--- src/design/cthr_pkg.sv ---
// ----------------------------------------------------------------------------
// cthr_pkg
// Shared types and constants for the current threshold relay hold unit.
// ----------------------------------------------------------------------------
`default_nettype none

package cthr_pkg;

    localparam int TIME_W   = 32;   // millisecond clock
    localparam int HOLD_W   = 22;   // hold delay in ms
    localparam int CUR_W    = 16;   // current in 0.01 A
    localparam int STN_W    = 4;    // station field
    localparam int MASK_W   = 16;   // notify mask
    localparam int CFG_A_W  = 1;
    localparam int CFG_D_W  = 22;

    // configuration register indexes
    localparam logic [CFG_A_W-1:0] REG_ON_THRESHOLD = 1'd0;
    localparam logic [CFG_A_W-1:0] REG_OFF_DELAY    = 1'd1;

    // per-station timing entry
    typedef struct packed {
        logic [TIME_W-1:0] change_time;
        logic [HOLD_W-1:0] hold_delay;
    } t_hold_entry;

    // write request into the hold store
    typedef struct packed {
        logic        en;
        t_hold_entry data;
    } t_hold_wr;

endpackage

`default_nettype wire

--- src/design/cthr_hold_ram.sv ---
// ----------------------------------------------------------------------------
// cthr_hold_ram
// Per-station change time / hold delay store with registered read. Valid
// bits stand in for the all-zero reset; an unwritten entry reads as zero.
// ----------------------------------------------------------------------------
`default_nettype none

module cthr_hold_ram #(
    parameter int DEPTH = 16
) (
    input  wire                         i_clk,
    input  wire                         i_rst_n,
    input  cthr_pkg::t_hold_wr          i_wr,
    input  wire  [$clog2(DEPTH)-1:0]    i_wr_addr,
    input  wire                         i_rd_en,
    input  wire  [$clog2(DEPTH)-1:0]    i_rd_addr,
    output cthr_pkg::t_hold_entry       o_rd_data
);

    cthr_pkg::t_hold_entry r_mem [DEPTH];
    logic [DEPTH-1:0]      r_vld;
    cthr_pkg::t_hold_entry r_rd_data;
    logic                  r_rd_vld;

    always_ff @(posedge i_clk) begin
        if (i_wr.en) begin
            r_mem[i_wr_addr] <= i_wr.data;
        end
        if (i_rd_en) begin
            r_rd_data <= r_mem[i_rd_addr];
        end
    end

    always_ff @(posedge i_clk) begin
        if (!i_rst_n) begin
            r_vld    <= '0;
            r_rd_vld <= 1'b0;
        end else begin
            if (i_wr.en) begin
                r_vld[i_wr_addr] <= 1'b1;
            end
            if (i_rd_en) begin
                r_rd_vld <= r_vld[i_rd_addr];
            end
        end
    end

    assign o_rd_data = r_rd_vld ? r_rd_data : '0;

endmodule

`default_nettype wire

--- src/design/current_threshold_relay_hold_unit.sv ---
// ----------------------------------------------------------------------------
// current_threshold_relay_hold_unit
// Debounces per-station tool current against a threshold, holds the collector
// relay on for the off delay after a drop, and flags stations to notify.
// ----------------------------------------------------------------------------
//
//  channel  | dir | handshake                     | payload
//  ---------+-----+-------------------------------+-------------------------------
//  s_axis   | in  | s_axis_tvalid / s_axis_tready | tuser: op; tdata: station,
//           |     |                               |   current_centiamps
//  m_axis   | out | m_axis_tvalid / m_axis_tready | tdata: relay_on, relay_changed,
//           |     |                               |   notify_mask
//  cfg      | in  | i_cfg_wr_en                   | i_cfg_addr, i_cfg_wdata
//
//  An item is handled in steps: the reading or tick is applied, then each
//  station in turn gets a read step and an evaluate step through the single
//  hold store port and the shared elapsed-time subtract/compare.
//  Reset is synchronous, active low; no clearing pass is needed.
//  The result sits in an output register; a new item is taken while it waits,
//  and only a second finished result stalls until the first is taken.
// ----------------------------------------------------------------------------
`default_nettype none

module current_threshold_relay_hold_unit #(
    parameter int STATIONS    = 16,
    parameter int DEBOUNCE_MS = 750
) (
    input  wire                            i_clk,
    input  wire                            i_rst_n,
    // input items
    input  wire                            s_axis_tvalid,
    output logic                           s_axis_tready,
    input  wire  [23:0]                    s_axis_tdata,  // [3:0] station, [19:4] current
    input  wire                            s_axis_tuser,  // [0] op (1 = tick)
    // result items
    output logic                           m_axis_tvalid,
    input  wire                            m_axis_tready,
    output logic [23:0]                    m_axis_tdata,  // [0] relay_on,
                                                          // [1] relay_changed,
                                                          // [17:2] notify_mask
    // configuration
    input  wire                            i_cfg_wr_en,
    input  wire  [cthr_pkg::CFG_A_W-1:0]   i_cfg_addr,
    input  wire  [cthr_pkg::CFG_D_W-1:0]   i_cfg_wdata
);

    localparam int AW = $clog2(STATIONS);

    typedef enum logic [1:0] {
        S_IDLE,
        S_READ,
        S_EVAL,
        S_DONE
    } t_state;

    t_state                            r_state;
    logic [cthr_pkg::CUR_W-1:0]        r_threshold;
    logic [cthr_pkg::HOLD_W-1:0]       r_off_delay;
    logic [cthr_pkg::TIME_W-1:0]       r_now;
    logic [STATIONS-1:0]               r_on;
    logic [STATIONS-1:0]               r_pend;
    logic                              r_relay;
    logic [AW-1:0]                     r_idx;
    logic                              r_active;
    logic [cthr_pkg::MASK_W-1:0]       r_changed;
    logic                              r_out_valid;
    logic                              r_out_on;
    logic                              r_out_chg;
    logic [cthr_pkg::MASK_W-1:0]       r_out_mask;

    // input decode
    logic                              in_acc;
    logic                              in_tick;
    logic [cthr_pkg::STN_W-1:0]        in_stn;
    logic [cthr_pkg::CUR_W-1:0]        in_cur;
    logic [AW-1:0]                     stn_idx;
    logic                              stn_ok;
    logic                              above;
    logic                              rd_take;
    logic                              rd_sched;

    cthr_pkg::t_hold_wr                hold_wr;
    cthr_pkg::t_hold_entry             rd_data;

    // shared evaluate unit
    logic [cthr_pkg::TIME_W-1:0]       elapsed;
    logic                              expired;
    logic                              commit;
    logic                              new_on;
    logic                              hold_off;
    logic                              out_free;

    assign s_axis_tready = (r_state == S_IDLE);
    assign in_acc        = s_axis_tvalid && s_axis_tready;
    assign in_tick       = s_axis_tuser;
    assign in_stn        = s_axis_tdata[3:0];
    assign in_cur        = s_axis_tdata[19:4];
    assign stn_idx       = AW'(in_stn);
    assign stn_ok        = (32'(in_stn) < STATIONS);
    assign above         = (in_cur >= r_threshold);
    assign rd_take       = in_acc && !in_tick && stn_ok;
    // a new change is scheduled only when no change is pending
    assign rd_sched      = (above != r_on[stn_idx]) && (r_pend[stn_idx] == r_on[stn_idx]);

    always_comb begin
        hold_wr.en               = rd_take && rd_sched;
        hold_wr.data.change_time = r_now;
        hold_wr.data.hold_delay  = above ? cthr_pkg::HOLD_W'(DEBOUNCE_MS) : r_off_delay;
    end

    cthr_hold_ram #(
        .DEPTH (STATIONS)
    ) u_hold_ram (
        .i_clk     (i_clk),
        .i_rst_n   (i_rst_n),
        .i_wr      (hold_wr),
        .i_wr_addr (stn_idx),
        .i_rd_en   (r_state == S_READ),
        .i_rd_addr (r_idx),
        .o_rd_data (rd_data)
    );

    assign elapsed  = r_now - rd_data.change_time;
    assign expired  = (elapsed >= cthr_pkg::TIME_W'(rd_data.hold_delay));
    assign commit   = (r_pend[r_idx] != r_on[r_idx]) && expired;
    assign new_on   = commit ? r_pend[r_idx] : r_on[r_idx];
    assign hold_off = !r_pend[r_idx] && !expired;
    assign out_free = !r_out_valid || m_axis_tready;

    // configuration writes
    always_ff @(posedge i_clk) begin
        if (!i_rst_n) begin
            r_threshold <= cthr_pkg::CUR_W'(100);
            r_off_delay <= cthr_pkg::HOLD_W'(5000);
        end else if (i_cfg_wr_en) begin
            unique case (i_cfg_addr)
                cthr_pkg::REG_ON_THRESHOLD: r_threshold <= i_cfg_wdata[cthr_pkg::CUR_W-1:0];
                cthr_pkg::REG_OFF_DELAY:    r_off_delay <= i_cfg_wdata;
                default: ;
            endcase
        end
    end

    always_ff @(posedge i_clk) begin
        if (!i_rst_n) begin
            r_state     <= S_IDLE;
            r_now       <= '0;
            r_on        <= '0;
            r_pend      <= '0;
            r_relay     <= 1'b0;
            r_idx       <= '0;
            r_active    <= 1'b0;
            r_changed   <= '0;
            r_out_valid <= 1'b0;
            r_out_on    <= 1'b0;
            r_out_chg   <= 1'b0;
            r_out_mask  <= '0;
        end else begin
            // S_DONE handles the output register itself
            if (r_out_valid && m_axis_tready && (r_state != S_DONE)) begin
                r_out_valid <= 1'b0;
            end
            unique case (r_state)
                S_IDLE: begin
                    if (in_acc) begin
                        if (in_tick) begin
                            r_now <= r_now + 1'b1;
                        end else if (stn_ok) begin
                            if (above == r_on[stn_idx]) begin
                                r_pend[stn_idx] <= r_on[stn_idx];
                            end else if (rd_sched) begin
                                r_pend[stn_idx] <= above;
                            end
                        end
                        r_idx     <= '0;
                        r_active  <= 1'b0;
                        r_changed <= '0;
                        r_state   <= S_READ;
                    end
                end
                S_READ: begin
                    r_state <= S_EVAL;
                end
                S_EVAL: begin
                    r_on[r_idx] <= new_on;
                    r_active    <= r_active || new_on || hold_off;
                    // stations above the mask width shift out
                    r_changed   <= r_changed | (cthr_pkg::MASK_W'(commit) << r_idx);
                    if (32'(r_idx) == STATIONS - 1) begin
                        r_state <= S_DONE;
                    end else begin
                        r_idx   <= r_idx + 1'b1;
                        r_state <= S_READ;
                    end
                end
                S_DONE: begin
                    if (out_free) begin
                        r_relay     <= r_active;
                        r_out_valid <= 1'b1;
                        r_out_on    <= r_active;
                        r_out_chg   <= (r_active != r_relay);
                        r_out_mask  <= (r_active != r_relay) ? r_changed : '0;
                        r_state     <= S_IDLE;
                    end
                end
                default: r_state <= S_IDLE;
            endcase
        end
    end

    assign m_axis_tvalid = r_out_valid;
    assign m_axis_tdata  = {6'd0, r_out_mask, r_out_chg, r_out_on};

endmodule

`default_nettype wire
--- config.mk ---
export PLATFORM = sky130hd
export DESIGN_NAME = current_threshold_relay_hold_unit
export DESIGN_NICKNAME = d
export VERILOG_FILES = /design/src/design/cthr_pkg.sv /design/src/design/cthr_hold_ram.sv /design/src/design/current_threshold_relay_hold_unit.sv
export SDC_FILE = /design/constraint.sdc
export NUM_CORES = 1
export LEC_CHECK = 0
export BUFFER_PORTS_ARGS = -buffer_cell sky130_fd_sc_hd__buf_2
export CAP_MARGIN = 30
export CELL_PAD_IN_SITES_DETAIL_PLACEMENT = 0
export CELL_PAD_IN_SITES_GLOBAL_PLACEMENT = 1
export CORE_UTILIZATION = 55
export CTS_BUF_LIST = sky130_fd_sc_hd__clkbuf_16
export CTS_CLUSTER_DIAMETER = 50
export DETAILED_ROUTE_END_ITERATION = 7
export GPL_TIMING_DRIVEN = 0
export MAX_ROUTING_LAYER = met4
export PLACE_DENSITY = 0.86
export SKIP_CTS_REPAIR_TIMING = 1
export SLEW_MARGIN = 25
export SYNTH_ARGS = -nofsm -noshare
export SYNTH_HDL_FRONTEND = slang
export SYNTH_SLANG_ARGS = --single-unit
--- constraint.sdc ---
create_clock -name i_clk -period 9 [get_ports i_clk]
set_input_delay 1.8 -clock i_clk [delete_from_list [all_inputs] [get_ports i_clk]]
set_output_delay 1.8 -clock i_clk [all_outputs]
set_load 0.05 [all_outputs]
---- Yosys cells after proc, flatten, opt, wreduce, memory -nomap -nowiden ----
Memories as Yosys holds them, arrays and structs flattened. A register that Yosys moved wholly into a read port is not among the register bits.
Cells that the tools add are included.
storage, ports and cells
  input bits .............................. 53
  memories kept ........................... 1
  logic and storage cells ................. 110
  RAM bits ................................ 864
  output and inout port bits .............. 26
  bits in registers ....................... 161
  bits in latches ......................... 0
  bits in read-only memories .............. 0
cells by class
  mux-type cells .......................... 39
  shift operators ......................... 1
  divide/modulo/power cells ............... 0
  bitwise logic cells ..................... 4
  add/sub/neg operators ................... 3
  equal/unequal tests ..................... 13
  order comparisons ....................... 6
  reduce and logical (&&, ||, !) cells .... 28
  $mul .................................... 0
memory list
  name              words  width  read ports  clocked after memory_dff  wr ports  RTL line             source
  u_hold_ram.r_mem  16     54     1           1                         1         cthr_hold_ram.sv:20  cthr_pkg::t_hold_entry r_mem [DEPTH];
operators by type and width
  operator               number
  $mux 16                4
  $mux 54                1
  $bwmux 16              3
  $add 32x1->32 const B  1
  $ge 32x22->1           1
  $or 16x16->16          2
  $pmux 16 s2            1
  $sub 32x32->32         1
  $mux 22                1
  $bmux 1 s4             5
  $ge 16x16->1           1
  $shl 1x4->16           1
  $mux 1                 14
  $logic_and 1x1->1      10
  $lt 4x5->1 const B     2
  $reduce_and 2->1       5
  $demux 1 s4            2
  $ge 4x1->1 const B     2
  $mux 4                 2
  $pmux 2 s4             1
  $pmux 4 s2             1
  $mux 2                 3
  $ne 2x2->1 const B     3
  $reduce_and 3->1       2
  14 further kinds       25

---- Depth between registers and ports, before layout ----
Gate-level depths: netlist of run 1.
  word-level depth ........................ 8
  depth in mapped cells ................... 24
  gate-level depth less buffers ........... 22

---- Cells and area by module ----
A second synthesis of run 1 with hierarchy kept.
unflattened totals
  cells, all modules ...................... 2594
  area total of the unflattened synthesis .. 45120.8 µm²
modules (own cells, without submodules)
  module                             cells each  area an instance (µm²)  seq. area each (µm²)  times used
  cthr_hold_ram                      1386        35401.5                 27906.8               1
  current_threshold_relay_hold_unit  1208        9719.3                  2882.8                1

---- Least setup slack after synthesis of run 1 ----
Ideal clock, no wire load.
  path type ............................... input to register
  from .................................... input s_axis_tdata[0]
  to ...................................... memory u_hold_ram.r_mem[13][0] (netlist bit), enable pin
  arrival ................................. 7.549 ns
  path buffers ............................ 3
  stages on the path ...................... 8
  setup time .............................. 0.535 ns
  slack ................................... 0.916 ns
  data required time ...................... 8.465 ns
  cells stage by stage .................... buf_2 > clkbuf_1 > mux4_2 > mux4_2 > nor2_1 > mux2i_1 > clkbuf_1 > nor3_1
between the ends
  cells in the longest elaborated chain, start to end .. 7
  elaborated cells between the ends (all ways) .. 10
  those cells by class .................... eq/ne (2); mux (6); reduce/logical (2)
RTL lines
  item                                             RTL line                                  source
  start: declaration                               current_threshold_relay_hold_unit.sv:33   input wire [23:0] s_axis_tdata,
  $bmux 1 s4                                       current_threshold_relay_hold_unit.sv:103  assign rd_sched = (above != r_on[stn_idx]) && (r_pend[stn_idx] == r_on[stn_idx]);
  $mux 1 (implied by the code)                     current_threshold_relay_hold_unit.sv:103
  $ne 1x1->1 / $eq 1x1->1 (equally long branches)  current_threshold_relay_hold_unit.sv:103
  $logic_and 1x1->1                                current_threshold_relay_hold_unit.sv:103
  $logic_and 1x1->1                                current_threshold_relay_hold_unit.sv:106  hold_wr.en = rd_take && rd_sched;
  $mux 1                                           cthr_hold_ram.sv:26                       if (i_wr.en) begin
  $mux 1 (implied by the code)                     cthr_hold_ram.sv:27                       r_mem[i_wr_addr] <= i_wr.data;
  end: declaration                                 cthr_hold_ram.sv:20
Several ways; a longest one is shown, not always the timed one. The select of a mux whose other input is x is not followed.

---- Worst setup path in the final report of run 1 ----
  from .................................... register u_hold_ram.r_rd_vld
  to ...................................... register r_on[9]
between the ends
  cells in the longest elaborated chain, start to end .. 6
RTL lines
  item                            RTL line                                  source
  start: declaration              cthr_hold_ram.sv:23                       logic r_rd_vld;
  start signal: assignment        cthr_hold_ram.sv:43                       r_rd_vld <= r_vld[i_rd_addr];
  $mux 54 *                       cthr_hold_ram.sv:48                       assign o_rd_data = r_rd_vld ? r_rd_data : '0;
  $sub 32x32->32                  current_threshold_relay_hold_unit.sv:123  assign elapsed = r_now - rd_data.change_time;
  $ge 32x22->1 *                  current_threshold_relay_hold_unit.sv:124  assign expired = (elapsed >= cthr_pkg::TIME_W'(rd_data.hold_delay));
  $logic_and 1x1->1 *             current_threshold_relay_hold_unit.sv:125  assign commit = (r_pend[r_idx] != r_on[r_idx]) && expired;
  $mux 1 *                        current_threshold_relay_hold_unit.sv:126  assign new_on = commit ? r_pend[r_idx] : r_on[r_idx];
  $bwmux 16 *                     current_threshold_relay_hold_unit.sv:185  r_on[r_idx] <= new_on;
  end signal: indexed assignment  current_threshold_relay_hold_unit.sv:185
  end: declaration                current_threshold_relay_hold_unit.sv:60   logic [STATIONS-1:0] r_on;
Mark *: on every way between the ends. The rest lies on a longest branch, timed or not.
A chain may end at the register's enable or synchronous reset.

==> results of run 1 <==
synth_stat cells (24+ instances only):
| cell type | instances |
|---|---|
| a21o_1 | 27 |
| edfxtp_1 | 918 |
| nor2b_1 | 27 |
| a21oi_1 | 92 |
| xnor2_1 | 24 |
| nand2b_1 | 25 |
| nand2_1 | 219 |
| clkbuf_1 | 96 |
| inv_1 | 27 |
| dfxtp_1 | 161 |
| mux4_2 | 295 |
| ha_1 | 74 |
| xor2_1 | 33 |
| buf_1 | 28 |
| nand3_1 | 39 |
| nor2_1 | 80 |
| nor3_1 | 35 |
| o21ai_0 | 56 |
critical path: stages (launching register included):
cell       delay, ns
dfxtp_1         0.31
clkbuf_1        0.46
clkbuf_1        0.42
nand2_1         0.18
fa_1            0.47
a21o_1          0.20
a311o_1         0.39
nand2_1         0.15
nand3_1         0.26
nand3_1         0.17
nand2_1         0.09
a21o_1          0.19
a21oi_1         0.16
xnor2_1         0.17
ha_1            0.28
a21oi_1         0.13
o21ai_0         0.11
a2111oi_0       0.43
o221ai_1        0.19
nor2_1          0.29
and3_2          0.29
mux2i_2         0.50
buf_6           0.24
a311oi_1        0.11
worst paths after layout:
path | from | endpoint | slack, ns | cells past startpoint
hold reg to reg | r_off_delay[6]$_SDFFE_PN0P_ | r_off_delay[6]$_SDFFE_PN0P_ | 0.45 | 2
setup / recovery | u_hold_ram.r_rd_vld$_SDFFE_PN0N_ | r_on[9]$_SDFFE_PN0P_ | 2.64 | 23
hold / removal | r_off_delay[6]$_SDFFE_PN0P_ | r_off_delay[6]$_SDFFE_PN0P_ | 0.45 | 2
setup reg to reg | u_hold_ram.r_rd_vld$_SDFFE_PN0N_ | r_on[9]$_SDFFE_PN0P_ | 2.64 | 23
area by class of cell:
cell class,instances,area (µm²)
Antenna cell,1,2.50
Buffer,140,592
Clock buffer,111,2780
Clock inverter,94,802
Fill cell,5302,28200
Inverter,27,101
Multi-Input combinational cell,1218,12500
Sequential cell,1079,30800
Tap cell,1050,1310
Timing Repair Buffer,194,1810
kinds of logic after synthesis:
family / share of synthesized area
flops: 0.703
fa+ha+maj: 0.0216
xor+xnor: 0.0114
simple gates: 0.0527
mux: 0.154
other cells: 0.0000856
buf+inv: 0.0154
compound gates: 0.0417
state kept, by name (all words and copies together) (netlist names), 2 cells and up:
| name | cells |
|---|---|
| u_hold_ram.r_rd_data | 54 |
| r_changed | 16 |
| r_threshold | 16 |
| r_pend | 16 |
| u_hold_ram.r_mem | 864 |
| r_out_mask | 16 |
| r_idx | 4 |
| r_state | 2 |
| r_on | 16 |
| r_off_delay | 22 |
| r_now | 32 |
| u_hold_ram.r_vld | 16 |
power by group through the flow:
stage,Clock (mW),Combinational [mW],Sequential (mW)
after floorplan,0,0.179,5.55
after global placement,0,0.260,5.56
after detailed placement,0,0.288,5.55
after CTS,4.54,0.291,5.45
after global routing,4.73,0.313,5.45
final,4.51,0.292,5.45
per-stage QoR:
stage / instances / power, mW / utilization / area (µm²) / hold slack (ns)
CTS: 3910 / 10.3 / 0.642 / 50600 / 0.452
finish: 3914 / 10.2 / 0.642 / 50700 / 0.452
detailed placement: 3705 / 5.84 / 0.596 / 47000 / 0.443
global placement: 3579 / 5.82 / 0.576 / 45500 / 0.435
global route: 3914 / 10.5 / 0.642 / 50700 / 0.475
floorplan: 2464 / 5.73 / - / 43800 / 0.420
per-layer routing:
layer / up-vias / wire length, µm / track usage
met2: 1359 / 55000 / 0.454
met3: 224 / 9390 / 0.0476
met1: 12814 / 41100 / 0.360
li1: 10457 / - / -
met5: - / 0 / -
met4: 0 / 3430 / 0.102
==> results.yml, run 1 <==
synth:
  synth.cell_area_um2: 43800
  synthDistinctLibCells: 62
  yosysWarnings: 0
  synth_top_area_frac: 0.629
  synth_area_leaders: "edfxtp_1 (63%), mux4_2 (15%), dfxtp_1 (7.4%)"
  async_flop_share: 0
  ys.flop_type: "edfxtp_1"
  ys_seq_area_frac: 0.703
  yosys_register_bits: 1079
  postSynthAreaPerCell_um2: 17.8
  synthCells: 2459
  synth_top_area_cell: "edfxtp_1"
  synth_edf_count: 918
placement:
  portBuffers: 65
  hpwl_um: 73200
  gp_congestion: 0.900
  dp_slack_ns: 2.76
sta:
  fin_skew_ns: 0.0247
  slew_headroom: 0.275
  setup_slack_ns: 2.64
  final_hold_viol_count: 0
  tns_ns: 0
  finalSetupViolations: 0
  max_clock_freq_mhz: 157
  worst_pin_slew_ns: 1.09
  post-route-min-period_ns: 6.36
  drv_slew: 0
  rsz0062_at_grt: "no"
  fin_crit_sh: 0.707
clock_network:
  cts_num_sinks: 1079
  htreeDepth: 3
  numCtsBuffers: 109
  clk_latency_ns: 0.68
  cts_tree: "built"
  clockRootBuffer: "clkbuf_16"
  cts.reportedPaths.clkPinSlew_ns: 0.07
  clk_path_buf_depth: 3
final_layout:
  final_nets: 2897
  drive_gt1_frac: 0.259
  final_common_cell: "edfxtp_1"
  area_growth_pct: 15.6
  final_cell_mix: "edfxtp_1 (918), mux4_2 (295), nand2_1 (219), dfxtp_1 (161), clkbuf_16 (111)"
pwr:
  irDropWorstVdd_mv: 0.154
  combPwrFrac: 0.029
  p_leak_nw: 15.2
  intPower_mw: 8.08
  pwr-share-seq: 0.532
  powerDensity_nw_per_um2: 202
  switchingPower_mw: 2.17
  power.share.clock: 0.440
  sw_frac_of_total: 0.211
flow_run:
  cap_violations: 0
floorplanning:
  dieArea_um2: 80800
  die_x_um: 284
  die_y_um: 284
  core-area_um2: 78900
  start_util: 0.555
  rows: 103
  num_io_pins: 79
routing:
  drc: 0
  routed-via-count: 24854
  wl_um: 109000
  wl_per_cell_um: 27.8
  firstDrtPassIters: 7
  drt_iter0_drc: 2820
  antenna_left: 0
  vias_per_cell: 6.35
status:
  status: "completed"
critical_path:
  worstPathArrival_ns: 6.89
  crit_path_end_kind: "register"
  worstSetupPathType: "register to register"
  critical_path_required_ns: 9.52
  startpoint_type: "register"
  worst-path-max-fanout: 10
global_route:
  antenna_found_initial: 3
  first_global_vias: 25152
  grt_max_degree: 28
  grt_overflow: 0
  track_usage: 0.281
  grt_pass1_wl_um: 161000
hold_path:
  hold_path.class: "register to register"
Power figures use the tool's default switching activity.
==> run 2: changes to the inputs <==
clock period = 6.5 ns   (was 9 ns; I/O delays follow)
==> run 2 against run 1 <==
Against the previous run: sequential cell count unchanged; cell area about the same; hold slack worse by 0.00054 ns; sequential share of layout area about the same; setup slack worse by 2.3 ns; core utilization about the same; first-iteration DRC count down 3.8%; combinational power up 38%; via count down 0.23%; critical path type unchanged; critical endpoint unchanged; highest routed layer unchanged.
==> results.yml, run 2 (same netlist as run 1, synthesis figures left out) <==
critical_path:
  startpoint_type: "register"
  worst-path-max-fanout: 10
  worstPathArrival_ns: 6.68
  path_common_cell: "nand2_1"
  rr_startpoint: "u_hold_ram.r_rd_vld$_SDFFE_PN0N_"
  worstPathCellList: "clkbuf_1, nand2_1, ha_1, a21o_1, a311o_1, nand2_1, nand3_1, nand3_1, nand2_1, a21o_1, a21oi_1, xnor2_1, ha_1, a21oi_1, o21ai_0, a2111oi_0, o221ai_1, nor2_1, and3_2, mux2i_2, buf_6, a311oi_1"
  critical_path_required_ns: 7.02
  worstSetupPathType: "register to register"
  rrSetupSlack_ns: 0.34
  r2r_end: "r_on[9]$_SDFFE_PN0P_"
  cp_slowest_cell: "dfxtp_1"
  crit_path_end_kind: "register"
  reg2reg_depth: 22
  max_stage_delay_ns: 0.65
hold_path:
  min_to: "r_off_delay[6]$_SDFFE_PN0P_"
  hold_path.class: "register to register"
  min-delay-start: "r_off_delay[6]$_SDFFE_PN0P_"
  hold_depth: 2
sta:
  finalSetupViolations: 0
  rsz0062_at_grt: "no"
  slew_headroom: 0.282
  worst_pin_slew_ns: 1.08
  fin_skew_ns: 0.0240
  timing.hold.ws_ns: 0.451
  drv_slew: 0
  fin_crit_sh: 0.947
  max_clock_freq_mhz: 162
  final_hold_viol_count: 0
  post-route-min-period_ns: 6.16
  setup_slack_ns: 0.342
floorplanning:
  core-area_um2: 78900
  start_util: 0.555
  die_y_um: 284
  die_x_um: 284
  dieArea_um2: 80800
  rows: 103
  num_io_pins: 79
global_route:
  grt_pass1_wl_um: 161000
  track_usage: 0.281
  first_global_vias: 25152
  antenna_found_initial: 3
  grt_overflow: 0
  grt_max_degree: 28
pwr:
  intPower_mw: 11.2
  sw_frac_of_total: 0.211
  pwr-share-seq: 0.532
  switchingPower_mw: 3.00
  powerDensity_nw_per_um2: 280
  irDropWorstVdd_mv: 0.213
  p_leak_nw: 15.2
  combPwrFrac: 0.028
  power.share.clock: 0.440
  power_mw: 14.2
clock_network:
  numCtsBuffers: 109
  clockRootBuffer: "clkbuf_16"
  cts_tree: "built"
  cts.reportedPaths.clkPinSlew_ns: 0.07
  clk_latency_ns: 0.68
  htreeDepth: 3
  cts_num_sinks: 1079
  clk_path_buf_depth: 3
placement:
  gp_congestion: 0.900
  dp_slack_ns: 0.255
  placedInstanceArea_um2: 47000
  portBuffers: 65
  hpwl_um: 73200
  dp_cells: 3705
routing:
  drt_iter0_drc: 2714
  vias_per_cell: 6.34
  wl_per_cell_um: 27.9
  drc: 0
  antenna_left: 0
  wl_um: 109000
  routed-via-count: 24796
  firstDrtPassIters: 5
final_layout:
  top_regs: "u_hold_ram.r_mem: 864 flops, u_hold_ram.r_rd_data: 54 flops, r_now: 32 flops"
  stdcell_area_um2: 50600
  final_common_cell: "edfxtp_1"
  largest_register_ffs: 864
  area_growth_pct: 15.6
  final_nets: 2896
  largest-register: "u_hold_ram.r_mem"
  final_cell_mix: "edfxtp_1 (918), mux4_2 (295), nand2_1 (219), dfxtp_1 (161), clkbuf_16 (111)"
  drive_gt1_frac: 0.260
  fin_cells: 3913
status:
  status: "completed"
flow_run:
  cap_violations: 0
[run 2: worst max-delay path: cells and delay by family (launching register included)]
kind | cells | cell delay, ns
compound gates | 9 | 1.90
simple gates | 7 | 1.38
buf+inv | 2 | 0.73
fa+ha+maj | 2 | 0.67
flops | 1 | 0.65
mux | 1 | 0.50
xor+xnor | 1 | 0.17
[run 2: worst max path at each step]
stage | from | endpoint | cells past startpoint
2_1_floorplan | s_axis_tdata[0] | u_hold_ram.r_mem[13][0]$_DFFE_PP_ | 8
3_3_place_gp | s_axis_tdata[4] | u_hold_ram.r_mem[13][34]$_DFFE_PP_ | 13
3_5_place_dp | u_hold_ram.r_rd_vld$_SDFFE_PN0N_ | r_on[9]$_SDFFE_PN0P_ | 23
4_1_cts | u_hold_ram.r_rd_vld$_SDFFE_PN0N_ | r_on[9]$_SDFFE_PN0P_ | 23
5_1_grt | u_hold_ram.r_rd_vld$_SDFFE_PN0N_ | r_on[9]$_SDFFE_PN0P_ | 22
6_report | u_hold_ram.r_rd_vld$_SDFFE_PN0N_ | r_on[9]$_SDFFE_PN0P_ | 22
[run 2: per-stage QoR]
step,setup TNS [ns],util
final,0,0.642
after global routing,0,0.642
after CTS,0,0.642
after detailed placement,0,0.596
after global placement,-4494.73,0.576
after floorplan,-534.28,-
[run 2: area by class of cell]
cell class | count | area (µm²)
antenna | 1 | 2.50
sequential | 1079 | 30800
fill | 5300 | 28200
timing repair buffer | 194 | 1810
inverter | 27 | 101
tap | 1050 | 1310
clock buffer | 111 | 2780
multi-input combinational | 1218 | 12500
clock inverter | 94 | 802
buffer | 139 | 589
[run 2: power by group through the flow]
stage	registers, mW	clock network (mW)	logic [mW]
after CTS	7.54	6.28	0.404
after detailed placement	7.69	0	0.399
after floorplan	7.68	0	0.247
after global routing	7.55	6.55	0.434
final	7.54	6.24	0.404
after global placement	7.70	0	0.360
[run 2: layer usage]
layer | GRT usage | part of all wire | vias to the layer above
met5 | - | 0 | -
met4 | 0.102 | 0.031 | 0
met3 | 0.0476 | 0.088 | 227
met2 | 0.454 | 0.51 | 1379
met1 | 0.360 | 0.37 | 12744
li1 | - | - | 10446
